===== src/hdl/dfr_pkg.sv =====
`timescale 1ns / 1ps
// Shared types, constants and lookup tables for the dimmer fade ramp.
package dfr_pkg;

    localparam logic [1:0] CMD_SET_LEVEL = 2'd0;
    localparam logic [1:0] CMD_TICK      = 2'd1;
    localparam logic [1:0] CMD_STOP      = 2'd2;

    localparam logic [1:0] REG_FADE_ENABLE  = 2'd0;
    localparam logic [1:0] REG_DEFAULT_RATE = 2'd1;
    localparam logic [1:0] REG_LOWEST_DELAY = 2'd2;

    localparam logic [6:0]  LEVEL_FULL       = 7'd100;
    localparam logic [6:0]  LEVEL_HALF       = 7'd50;
    localparam logic [7:0]  RATE_MAX         = 8'd15;
    localparam logic [3:0]  RATE_RESET       = 4'd1;
    localparam logic [15:0] LOWEST_DELAY_RST = 16'd11998;

    typedef struct packed {
        logic [1:0] cmd;
        logic [7:0] level;
        logic [7:0] fade_rate;
    } item_t;

    typedef struct packed {
        logic        applied;
        logic        compare_enable;
        logic [15:0] compare_value;
        logic [6:0]  current_level;
        logic [6:0]  target_level;
    } result_t;

    typedef struct packed {
        logic        fade_enable;
        logic [3:0]  default_fade_rate;
        logic [15:0] lowest_level_delay;
    } cfg_t;

    typedef struct packed {
        logic [6:0]  level_now;
        logic [6:0]  level_goal;
        logic [3:0]  rate_held;
        logic [11:0] tick_countdown;
        logic        compare_on;
        logic [15:0] compare_word;
    } state_t;

    // Ticks to wait between level steps for fade rates 1 to 15
    function automatic logic [11:0] divider_for_rate(logic [3:0] rate);
        logic [11:0] div;
        case (rate)
            4'd1:    div = 12'd0;
            4'd2:    div = 12'd1;
            4'd3:    div = 12'd2;
            4'd4:    div = 12'd4;
            4'd5:    div = 12'd6;
            4'd6:    div = 12'd9;
            4'd7:    div = 12'd19;
            4'd8:    div = 12'd29;
            4'd9:    div = 12'd59;
            4'd10:   div = 12'd119;
            4'd11:   div = 12'd299;
            4'd12:   div = 12'd599;
            4'd13:   div = 12'd899;
            4'd14:   div = 12'd1799;
            4'd15:   div = 12'd3599;
            default: div = 12'd0;
        endcase
        return div;
    endfunction

    // Triac firing delay for levels 2 to 100 percent
    function automatic logic [15:0] delay_for_level(logic [6:0] lvl);
        logic [15:0] d;
        case (lvl)
            7'd2:  d = 16'd11993;  7'd3:  d = 16'd11982;  7'd4:  d = 16'd11967;
            7'd5:  d = 16'd11948;  7'd6:  d = 16'd11924;  7'd7:  d = 16'd11896;
            7'd8:  d = 16'd11864;  7'd9:  d = 16'd11827;  7'd10: d = 16'd11787;
            7'd11: d = 16'd11742;  7'd12: d = 16'd11692;  7'd13: d = 16'd11640;
            7'd14: d = 16'd11583;  7'd15: d = 16'd11522;  7'd16: d = 16'd11457;
            7'd17: d = 16'd11389;  7'd18: d = 16'd11317;  7'd19: d = 16'd11241;
            7'd20: d = 16'd11161;  7'd21: d = 16'd11079;  7'd22: d = 16'd10992;
            7'd23: d = 16'd10902;  7'd24: d = 16'd10809;  7'd25: d = 16'd10713;
            7'd26: d = 16'd10614;  7'd27: d = 16'd10512;  7'd28: d = 16'd10407;
            7'd29: d = 16'd10299;  7'd30: d = 16'd10188;  7'd31: d = 16'd10075;
            7'd32: d = 16'd9960;   7'd33: d = 16'd9841;   7'd34: d = 16'd9721;
            7'd35: d = 16'd9600;   7'd36: d = 16'd9476;   7'd37: d = 16'd9349;
            7'd38: d = 16'd9221;   7'd39: d = 16'd9092;   7'd40: d = 16'd8961;
            7'd41: d = 16'd8829;   7'd42: d = 16'd8696;   7'd43: d = 16'd8562;
            7'd44: d = 16'd8426;   7'd45: d = 16'd8290;   7'd46: d = 16'd8153;
            7'd47: d = 16'd8016;   7'd48: d = 16'd7878;   7'd49: d = 16'd7740;
            7'd50: d = 16'd7602;   7'd51: d = 16'd7464;   7'd52: d = 16'd7325;
            7'd53: d = 16'd7188;   7'd54: d = 16'd7050;   7'd55: d = 16'd6913;
            7'd56: d = 16'd6777;   7'd57: d = 16'd6642;   7'd58: d = 16'd6508;
            7'd59: d = 16'd6374;   7'd60: d = 16'd6242;   7'd61: d = 16'd6112;
            7'd62: d = 16'd5982;   7'd63: d = 16'd5854;   7'd64: d = 16'd5728;
            7'd65: d = 16'd5604;   7'd66: d = 16'd5482;   7'd67: d = 16'd5362;
            7'd68: d = 16'd5244;   7'd69: d = 16'd5128;   7'd70: d = 16'd5016;
            7'd71: d = 16'd4905;   7'd72: d = 16'd4797;   7'd73: d = 16'd4692;
            7'd74: d = 16'd4590;   7'd75: d = 16'd4491;   7'd76: d = 16'd4394;
            7'd77: d = 16'd4301;   7'd78: d = 16'd4212;   7'd79: d = 16'd4125;
            7'd80: d = 16'd4042;   7'd81: d = 16'd3963;   7'd82: d = 16'd3887;
            7'd83: d = 16'd3815;   7'd84: d = 16'd3746;   7'd85: d = 16'd3681;
            7'd86: d = 16'd3620;   7'd87: d = 16'd3564;   7'd88: d = 16'd3511;
            7'd89: d = 16'd3462;   7'd90: d = 16'd3417;   7'd91: d = 16'd3376;
            7'd92: d = 16'd3340;   7'd93: d = 16'd3308;   7'd94: d = 16'd3280;
            7'd95: d = 16'd3256;   7'd96: d = 16'd3236;   7'd97: d = 16'd3221;
            7'd98: d = 16'd3211;   7'd99: d = 16'd3204;   7'd100: d = 16'd3202;
            default: d = 16'd0;
        endcase
        return d;
    endfunction

endpackage


===== src/hdl/dfr_step.sv =====
`timescale 1ns / 1ps
// Next-state and result logic for one command of the dimmer fade ramp.
module dfr_step
    import dfr_pkg::*;
(
    input  cfg_t    cfg,
    input  state_t  state,
    input  item_t   item,
    output state_t  state_next,
    output result_t result
);

    logic [6:0] lvl_clamp;
    logic       same_set;
    logic [3:0] rate_sel;
    logic [6:0] goal_sel;
    logic [6:0] new_level;
    logic       load_cmp;
    logic       applied;

    assign lvl_clamp = (item.level > {1'b0, LEVEL_FULL}) ? LEVEL_FULL : item.level[6:0];
    assign same_set  = (state.level_goal == lvl_clamp) &&
                       ({4'd0, state.rate_held} == item.fade_rate);

    always_comb
    begin
        rate_sel = (item.fade_rate > RATE_MAX) ? cfg.default_fade_rate : item.fade_rate[3:0];
        goal_sel = lvl_clamp;
        if (!cfg.fade_enable)
        begin
            // on/off only: round at half and snap
            rate_sel = 4'd0;
            goal_sel = (lvl_clamp > LEVEL_HALF) ? LEVEL_FULL : 7'd0;
        end
    end

    always_comb
    begin
        state_next = state;
        new_level  = state.level_now;
        load_cmp   = 1'b0;
        applied    = 1'b0;
        case (item.cmd)
            CMD_SET_LEVEL:
            begin
                if (!same_set)
                begin
                    state_next.level_goal = goal_sel;
                    state_next.rate_held  = rate_sel;
                    if (rate_sel == 4'd0)
                    begin
                        new_level = goal_sel;
                        load_cmp  = 1'b1;
                    end
                    else
                    begin
                        state_next.tick_countdown = divider_for_rate(rate_sel);
                    end
                end
            end
            CMD_TICK:
            begin
                if (state.level_now != state.level_goal)
                begin
                    if (state.tick_countdown != 12'd0)
                    begin
                        state_next.tick_countdown = state.tick_countdown - 12'd1;
                    end
                    else
                    begin
                        new_level = (state.level_goal > state.level_now) ?
                                    state.level_now + 7'd1 : state.level_now - 7'd1;
                        load_cmp  = 1'b1;
                        state_next.tick_countdown = (state.rate_held == 4'd0) ?
                                    12'd0 : divider_for_rate(state.rate_held);
                    end
                end
            end
            CMD_STOP:
            begin
                state_next.level_goal = state.level_now;
            end
            default:
            begin
                state_next = state;
            end
        endcase

        if (load_cmp)
        begin
            applied              = 1'b1;
            state_next.level_now = new_level;
            if (new_level == 7'd0)
            begin
                state_next.compare_on = 1'b0;
            end
            else if (new_level == 7'd1)
            begin
                state_next.compare_on   = 1'b1;
                state_next.compare_word = cfg.lowest_level_delay;
            end
            else
            begin
                state_next.compare_on   = 1'b1;
                state_next.compare_word = delay_for_level(new_level);
            end
        end
    end

    assign result.applied        = applied;
    assign result.compare_enable = state_next.compare_on;
    assign result.compare_value  = state_next.compare_word;
    assign result.current_level  = state_next.level_now;
    assign result.target_level   = state_next.level_goal;

endmodule


===== src/hdl/dimmer_fade_ramp.sv =====
`timescale 1ns / 1ps
// Top level of the dimmer fade ramp: command register, state and result register.
// Path: the transfer edge loads the command register; the result register then loads
//   from the step logic when it is free, and a result stall holds the command there.
// Throughput: one command per cycle through the single step logic, if not stalled.
// Reset: fade state, compare and both stages clear; registers return to fades enabled,
//   default rate 1 and a lowest-level delay of 11998.
module dimmer_fade_ramp
    import dfr_pkg::*;
(
    input  logic        clk,
    input  logic        rst_n,
    // command channel
    input  logic        cmd_valid,
    output logic        cmd_stall,
    input  item_t       cmd_data,
    // result channel
    output logic        res_valid,
    input  logic        res_stall,
    output result_t     res_data,
    // register port
    input  logic        psel,
    input  logic        penable,
    input  logic        pwrite,
    input  logic [3:0]  paddr,
    input  logic [31:0] pwdata,
    output logic [31:0] prdata,
    output logic        pready
);

    cfg_t    cfg_reg;
    state_t  state_reg;
    state_t  state_next;
    logic    hold_valid_reg;
    item_t   hold_data_reg;
    logic    res_valid_reg;
    result_t res_data_reg;
    result_t step_result;
    logic    res_free;
    logic    advance;
    logic    cfg_write;

    // ------------------------------------------------------------------
    // Register port: always ready, write in the access phase
    // ------------------------------------------------------------------
    assign pready    = 1'b1;
    assign cfg_write = psel && penable && pwrite && pready;

    always_ff @(posedge clk or negedge rst_n)
    begin
        if (!rst_n)
        begin
            cfg_reg.fade_enable        <= 1'b1;
            cfg_reg.default_fade_rate  <= RATE_RESET;
            cfg_reg.lowest_level_delay <= LOWEST_DELAY_RST;
        end
        else if (cfg_write)
        begin
            case (paddr[3:2])
                REG_FADE_ENABLE:  cfg_reg.fade_enable <= pwdata[0];
                // a default rate of zero would leave fades stuck: store 1 instead
                REG_DEFAULT_RATE: cfg_reg.default_fade_rate <=
                                  (pwdata[3:0] == 4'd0) ? RATE_RESET : pwdata[3:0];
                REG_LOWEST_DELAY: cfg_reg.lowest_level_delay <= pwdata[15:0];
                default:          cfg_reg <= cfg_reg;
            endcase
        end
    end

    always_comb
    begin
        case (paddr[3:2])
            REG_FADE_ENABLE:  prdata = {31'd0, cfg_reg.fade_enable};
            REG_DEFAULT_RATE: prdata = {28'd0, cfg_reg.default_fade_rate};
            REG_LOWEST_DELAY: prdata = {16'd0, cfg_reg.lowest_level_delay};
            default:          prdata = 32'd0;
        endcase
    end

    // ------------------------------------------------------------------
    // Flow control: the result register takes a new result when empty or
    // when its current one is leaving; the command register advances then.
    // ------------------------------------------------------------------
    assign res_free  = !res_valid_reg || !res_stall;
    assign advance   = hold_valid_reg && res_free;
    assign cmd_stall = hold_valid_reg && !res_free;

    always_ff @(posedge clk or negedge rst_n)
    begin
        if (!rst_n)
        begin
            hold_valid_reg <= 1'b0;
        end
        else if (!cmd_stall)
        begin
            hold_valid_reg <= cmd_valid;
        end
    end

    // payload needs no reset; hold it while stalled
    always_ff @(posedge clk)
    begin
        if (!cmd_stall && cmd_valid)
        begin
            hold_data_reg <= cmd_data;
        end
    end

    // ------------------------------------------------------------------
    // Step logic: state advances only as a command moves to the result
    // ------------------------------------------------------------------
    dfr_step u_step (
        .cfg        (cfg_reg),
        .state      (state_reg),
        .item       (hold_data_reg),
        .state_next (state_next),
        .result     (step_result)
    );

    always_ff @(posedge clk or negedge rst_n)
    begin
        if (!rst_n)
        begin
            state_reg     <= '0;
            res_valid_reg <= 1'b0;
        end
        else
        begin
            if (advance)
            begin
                state_reg <= state_next;
            end
            if (res_free)
            begin
                res_valid_reg <= hold_valid_reg;
            end
        end
    end

    always_ff @(posedge clk)
    begin
        if (advance)
        begin
            res_data_reg <= step_result;
        end
    end

    assign res_valid = res_valid_reg;
    assign res_data  = res_data_reg;

    // ------------------------------------------------------------------
    // Checks
    // ------------------------------------------------------------------
    a_level_range: assert property (@(posedge clk) disable iff (!rst_n)
        state_reg.level_now <= LEVEL_FULL && state_reg.level_goal <= LEVEL_FULL)
        else $error("fade level left the 0 to 100 range");

    a_default_rate_nonzero: assert property (@(posedge clk) disable iff (!rst_n)
        cfg_reg.default_fade_rate != 4'd0)
        else $error("default fade rate holds zero");

    a_applied_enable: assert property (@(posedge clk) disable iff (!rst_n)
        res_valid && res_data.applied |->
            res_data.compare_enable == (res_data.current_level != 7'd0))
        else $error("compare enable disagrees with the level just applied");

    a_stop_freezes: assert property (@(posedge clk) disable iff (!rst_n)
        advance && hold_data_reg.cmd == CMD_STOP |=>
            res_data.target_level == res_data.current_level && !res_data.applied)
        else $error("stop did not freeze the target at the current level");

    a_stall_only_when_full: assert property (@(posedge clk) disable iff (!rst_n)
        cmd_stall |-> hold_valid_reg && res_valid_reg && res_stall)
        else $error("command stalled with room downstream");

endmodule


===== config.mk =====
export PLATFORM = sky130hd
export DESIGN_NAME = dimmer_fade_ramp
export DESIGN_NICKNAME = d
export VERILOG_FILES = /design/src/hdl/dfr_pkg.sv /design/src/hdl/dfr_step.sv /design/src/hdl/dimmer_fade_ramp.sv
export SDC_FILE = /design/constraint.sdc
export NUM_CORES = 1
export LEC_CHECK = 0
export ABC_AREA = 1
export BUFFER_PORTS_ARGS = -buffer_cell sky130_fd_sc_hd__buf_4
export CAP_MARGIN = 20
export CORE_MARGIN = 1
export CORE_UTILIZATION = 50
export DETAILED_ROUTE_END_ITERATION = 8
export HOLD_SLACK_MARGIN = 0.08
export PLACE_DENSITY = 0.71
export SLEW_MARGIN = 30
export SYNTH_ARGS = -nofsm -noshare
export SYNTH_HDL_FRONTEND = slang
export SYNTH_SLANG_ARGS = --single-unit
export TNS_END_PERCENT = 20

===== constraint.sdc =====
create_clock -name clk -period 7.1 [get_ports clk]
set_input_delay 0.71 -clock clk [delete_from_list [all_inputs] [get_ports clk]]
set_output_delay 0.71 -clock clk [all_outputs]
set_load 0.03 [all_outputs]

# After elaboration in Yosys (flattened, before gate mapping)

Memories as Yosys holds them, arrays and structs flattened.
Cells that the tools add are included.

Output and inout port bits: 67
Bits in read-only memories: 2176
Flip-flop bits (word level): 120
Memories: 3

Equality and inequality tests: 11
Reduce and logical (&&, ||, !) cells: 24
$add $sub $neg: 3
Multiplexer cells: 31
Order comparisons: 4
Bitwise operators: 1

Memory list:

| name            | words | width | rd ports | clocked after memory_dff | write ports | line          | RTL |
|---|---|---|---|---|---|---|---|
| (no name shown) | 128   | 14    | 1        | 0                        | 0           | dfr_pkg.sv:75 | `case (lvl)` |
| (no name shown) | 16    | 12    | 1        | 0                        | 0           | dfr_pkg.sv:51 | `case (rate)` |
| (no name shown) | 16    | 12    | 1        | 0                        | 0           | dfr_pkg.sv:51 |  |

Operators by type and width:

| kind                    | number |
|---|---|
| $mux W7                 | 9 |
| $mux W12                | 4 |
| $pmux W16 S3            | 1 |
| $mux W16                | 2 |
| $pmux W7 S2             | 2 |
| $pmux W12 S2            | 1 |
| $mux W23                | 1 |
| $mux W17                | 1 |
| $logic_not A4 Y1        | 3 |
| $mux W4                 | 3 |
| $reduce_bool A12 Y1     | 1 |
| $sub A12 B1 Y12 const B | 1 |
| $eq A4 B8 Y1            | 1 |
| $gt A8 B4 Y1 const B    | 1 |
| $gt A8 B7 Y1 const B    | 1 |
| $add A7 B1 Y7 const B   | 1 |
| $eq A7 B1 Y1 const B    | 1 |
| $eq A7 B7 Y1            | 1 |
| $gt A7 B6 Y1 const B    | 1 |
| $gt A7 B7 Y1            | 1 |
| $logic_not A7 Y1        | 1 |
| $ne A7 B7 Y1            | 1 |
| $sub A7 B1 Y7 const B   | 1 |
| $logic_and A1 B1 Y1     | 6 |
| other kinds (14)        | 28 |

# Logic depth before layout (Yosys ltp)

Depth in word-level cells: 12
Mapped depth: 33
Depth with buffers taken out: 32

# Hierarchy

Synthesis repeated with hierarchy kept, for this count alone.

Cells, all modules: 1364
Area, all modules: 9494.1 um2

Modules (own cells, without submodules):

| module           | seq. area each (um2) | instances | area an instance (um2) | cells each |
|---|---|---|---|---|
| dfr_step         | 0.0                  | 1         | 4926.0                 | 940 |
| dimmer_fade_ramp | 3268.1               | 1         | 4568.1                 | 424 |

# Worst setup path after synthesis

OpenSTA, ideal clock, no wires.

Path type: register to register
From: register state_reg[42] (netlist bit)
To: register res_data_reg (netlist bit res_data[19]) (data pin)
Cell stages (with the launch flop): 24
Library setup time: 258 ps
Path buffers: 1
Clock period less this slack: 3997 ps
Arrival time: 3739 ps
Slack: 3103 ps
Data required time: 6842 ps
Path through: dfrtp_1 > inv_1 > ha_1 > nand2_1 > nor3_1 > inv_1 > nand2_1 > inv_1 > fa_1 > a21oi_1 > a22oi_1 > nand2_2 > inv_1 > ha_1 > inv_1 > nor2_1 > inv_1 > nor2_2 > inv_1 > nor2_4 > buf_6 > a21oi_1 > nand2_1 > nand2_1

RTL lines:

| what                     | line                    | RTL |
|---|---|---|
| start: declaration       | dimmer_fade_ramp.sv:32  | `state_t state_reg;` |
| start signal: assignment | dimmer_fade_ramp.sv:131 | `state_reg <= state_next;` |
| end signal: assignment   | dimmer_fade_ramp.sv:144 | `res_data_reg <= step_result;` |
| end: declaration         | dimmer_fade_ramp.sv:37  | `result_t res_data_reg;` |

==> results.json <==
{
  "globalRouteOverflowTotal": 0,
  "num_antenna_cells": 0,
  "violations": "design-rule violations",
  "synth_area_um2": 8940,
  "cts_tree": "done",
  "cts_buffers": 17,
  "max_stage_delay_ps": 500,
  "drtAntennaViolNets": 0,
  "drtPass1Iterations": 9,
  "place.gp.congestion": 1.01,
  "synthCells": 1251,
  "finalHoldViolCount": 0,
  "clk_path_buf_depth": 2,
  "dpl.cell_count": 1524,
  "grt_max_degree": 75,
  "finalMaxSlewViolations": 0,
  "vias": 8610,
  "post-cts-setup-buffers": 0,
  "root_buffer": "clkbuf_16",
  "switching_share_pct": 47.9,
  "yosysWarningCount": 0,
  "p_sw_mw": 2.03,
  "tightest_slew_ps": 966,
  "start_util_pct": 51.5,
  "dieHeight_um": 136,
  "mostFrequentLayoutCells": "nand2_1, inv_1, nand3_1",
  "setup_viol": 0,
  "cp_common_cell": "nand2_1",
  "cp.required_ps": 7450,
  "startpoint_type": "register",
  "grt_pass1_wl_mm": 39.5,
  "layout_commonest_cell": "nand2_1",
  "areaGrowthSynthToFinish_pct": 14.3,
  "place_area_um2": 9600,
  "wirelength_mm": 24.7,
  "die_area_um2": 18400,
  "hold_path_class": "input port to asynchronous set/reset pin",
  "synth_cell_types": 55,
  "clock_skew_ps": 11.8,
  "fin_hold_ws_ps": 289,
  "synth-seq-cells": 120,
  "critPathKind": "register to register",
  "rsz0062_at_grt": "false",
  "worst_setup_path_end_kind": "register",
  "htreeDepth": 4,
  "reg2reg_depth": 28,
  "powerDensity_nw_per_um2": 414,
  "final_layout_size_suffix_gt1_share_pct": 15.0,
  "viasPerCell": 5.53,
  "grt.total_usage_pct": 27.8,
  "slowest_stage": "nand2_2",
  "io_pins": 128,
  "worstSetupStartpoint": "state_reg[42]",
  "maxCapViolations": 0,
  "layout.cells.non_filler": 1556,
  "routedWlPerCell_um": 15.9,
  "cts.sinks": 120,
  "ctsHoldBuffers": 0,
  "drt-initial-drc-count": 1033,
  "crit_arrival_ps": 5660,
  "grt_pass1_vias": 7673,
  "setup_slack_ps": 1800,
  "fin_area_um2": 10200,
  "drcViolationCount": 1,
  "r2r_setup_slack_ps": 1800,
  "dp_slack_ps": 1910,
  "avgSynthCellArea_um2": 7.15,
  "fin_crit_sh_pct": 74.7,
  "ir_drop_uv": 218,
  "nets": 1418,
  "fp-row-count": 48,
  "crit_fanout": 31,
  "hpwl_mm": 17.7,
  "synth-async-reset-ratio_pct": 58.3,
  "pwr-share-comb_pct": 53.4,
  "synth_edf_count": 50,
  "die_x_um": 136,
  "clk_pin_slew_ps": 60,
  "status": "complete, but fails checks",
  "power.share.clock_pct": 20.8,
  "core-area_um2": 17400,
  "io_buffers": 92,
  "clkLatencyLatePin_ps": 420,
  "final.setup.tns_ps": 0,
  "synth_ff_type": "dfrtp_1",
  "r2r-start": "state_reg[42]",
  "max_freq_mhz": 189,
  "critPathCapture": "state_reg[3]",
  "cts-resized-gates": 0,
  "fin_crit_ps": 5300,
  "ys_seq_area_share_pct": 36.6,
  "antenna_found_initial": 0,
  "leakage_nw": 4.99,
  "power.internal_mw": 2.20,
  "largest_reg_flops": 47,
  "seqPwrFrac_pct": 25.8,
  "relSlewSlack_pct": 35.5,
  "r2r-end": "state_reg[3]"
}
worst min path at each step:
stage	to	slack, ps	cells past startpoint
after floorplan	cfg_reg[0]	410	0
after global placement	state_reg[7]	460	2
after detailed placement	state_reg[8]	460	2
after CTS	hold_valid_reg	450	1
after global routing	hold_valid_reg	340	1
final	hold_valid_reg	290	1
logic make-up after synthesis:
kind of cell	Yosys count	synth area share (%)
buffers and inverters	204	10.5
adder cells (fa/ha/maj)	39	5.54
AO/OA/AOI/OAI	217	14.0
other	2	0.0840
flip-flops	120	36.6
multiplexers	1	0.126
AND/OR/NAND/NOR	659	32.2
XOR/XNOR	9	0.882
stage by stage:
| stage | util (%) | total power [mW] |
|---|---|---|
| 6_report | 58.9 | 4.23 |
| 5_1_grt | 58.9 | 4.54 |
| 4_1_cts | 58.8 | 4.18 |
| 3_5_place_dp | 55.3 | 3.29 |
| 3_3_place_gp | 55.3 | 3.27 |
| 2_1_floorplan | - | 2.75 |
cells in the mapped netlist, types with 13 or more instances:
| library cell | count | area (um2) |
|---|---|---|
| nand2_1 | 395 | 1480 |
| inv_1 | 130 | 488 |
| nand3_1 | 99 | 495 |
| nor2_1 | 99 | 372 |
| o21ai_0 | 90 | 450 |
| dfrtp_1 | 58 | 1450 |
| a21oi_1 | 51 | 255 |
| edfxtp_1 | 50 | 1500 |
| ha_1 | 38 | 475 |
| buf_4 | 22 | 165 |
| clkbuf_1 | 18 | 67.6 |
| o21ai_1 | 14 | 70.1 |
| o211ai_1 | 13 | 97.6 |
layer usage:
metal / track usage [%] / up-vias / wire (um)
li1: - / 4206 / -
met1: 40.0 / 3953 / 11400
met2: 40.8 / 392 / 10700
met3: 5.46 / 59 / 1940
met4: 10.9 / 0 / 643
met5: 0 / - / 0
power by group through the flow:
stage | registers, mW | clock network (mW) | logic (mW)
floorplan | 1.14 | 0 | 1.62
global placement | 1.10 | 0 | 2.17
detailed placement | 1.10 | 0 | 2.19
CTS | 1.09 | 0.893 | 2.20
global route | 1.12 | 0.919 | 2.50
finish | 1.09 | 0.880 | 2.26
final cells by class:
cell class	instances	area (um2)
fill	1586	7140
multi-input combinational	942	4800
sequential	120	3270
timing repair buffer	96	724
clock buffer	25	561
inverter	141	532
tap	225	282
clock inverter	7	47.5
worst max-delay path, delay by kind of cell, from the launching register on:
family | cells | cell delay [ps]
flip-flops | 1 | 460
adder cells (fa/ha/maj) | 3 | 1050
XOR/XNOR | 1 | 150
buffers and inverters | 6 | 1000
AND/OR/NAND/NOR | 16 | 2130
AO/OA/AOI/OAI | 2 | 460
Power figures use the tool's default switching activity.
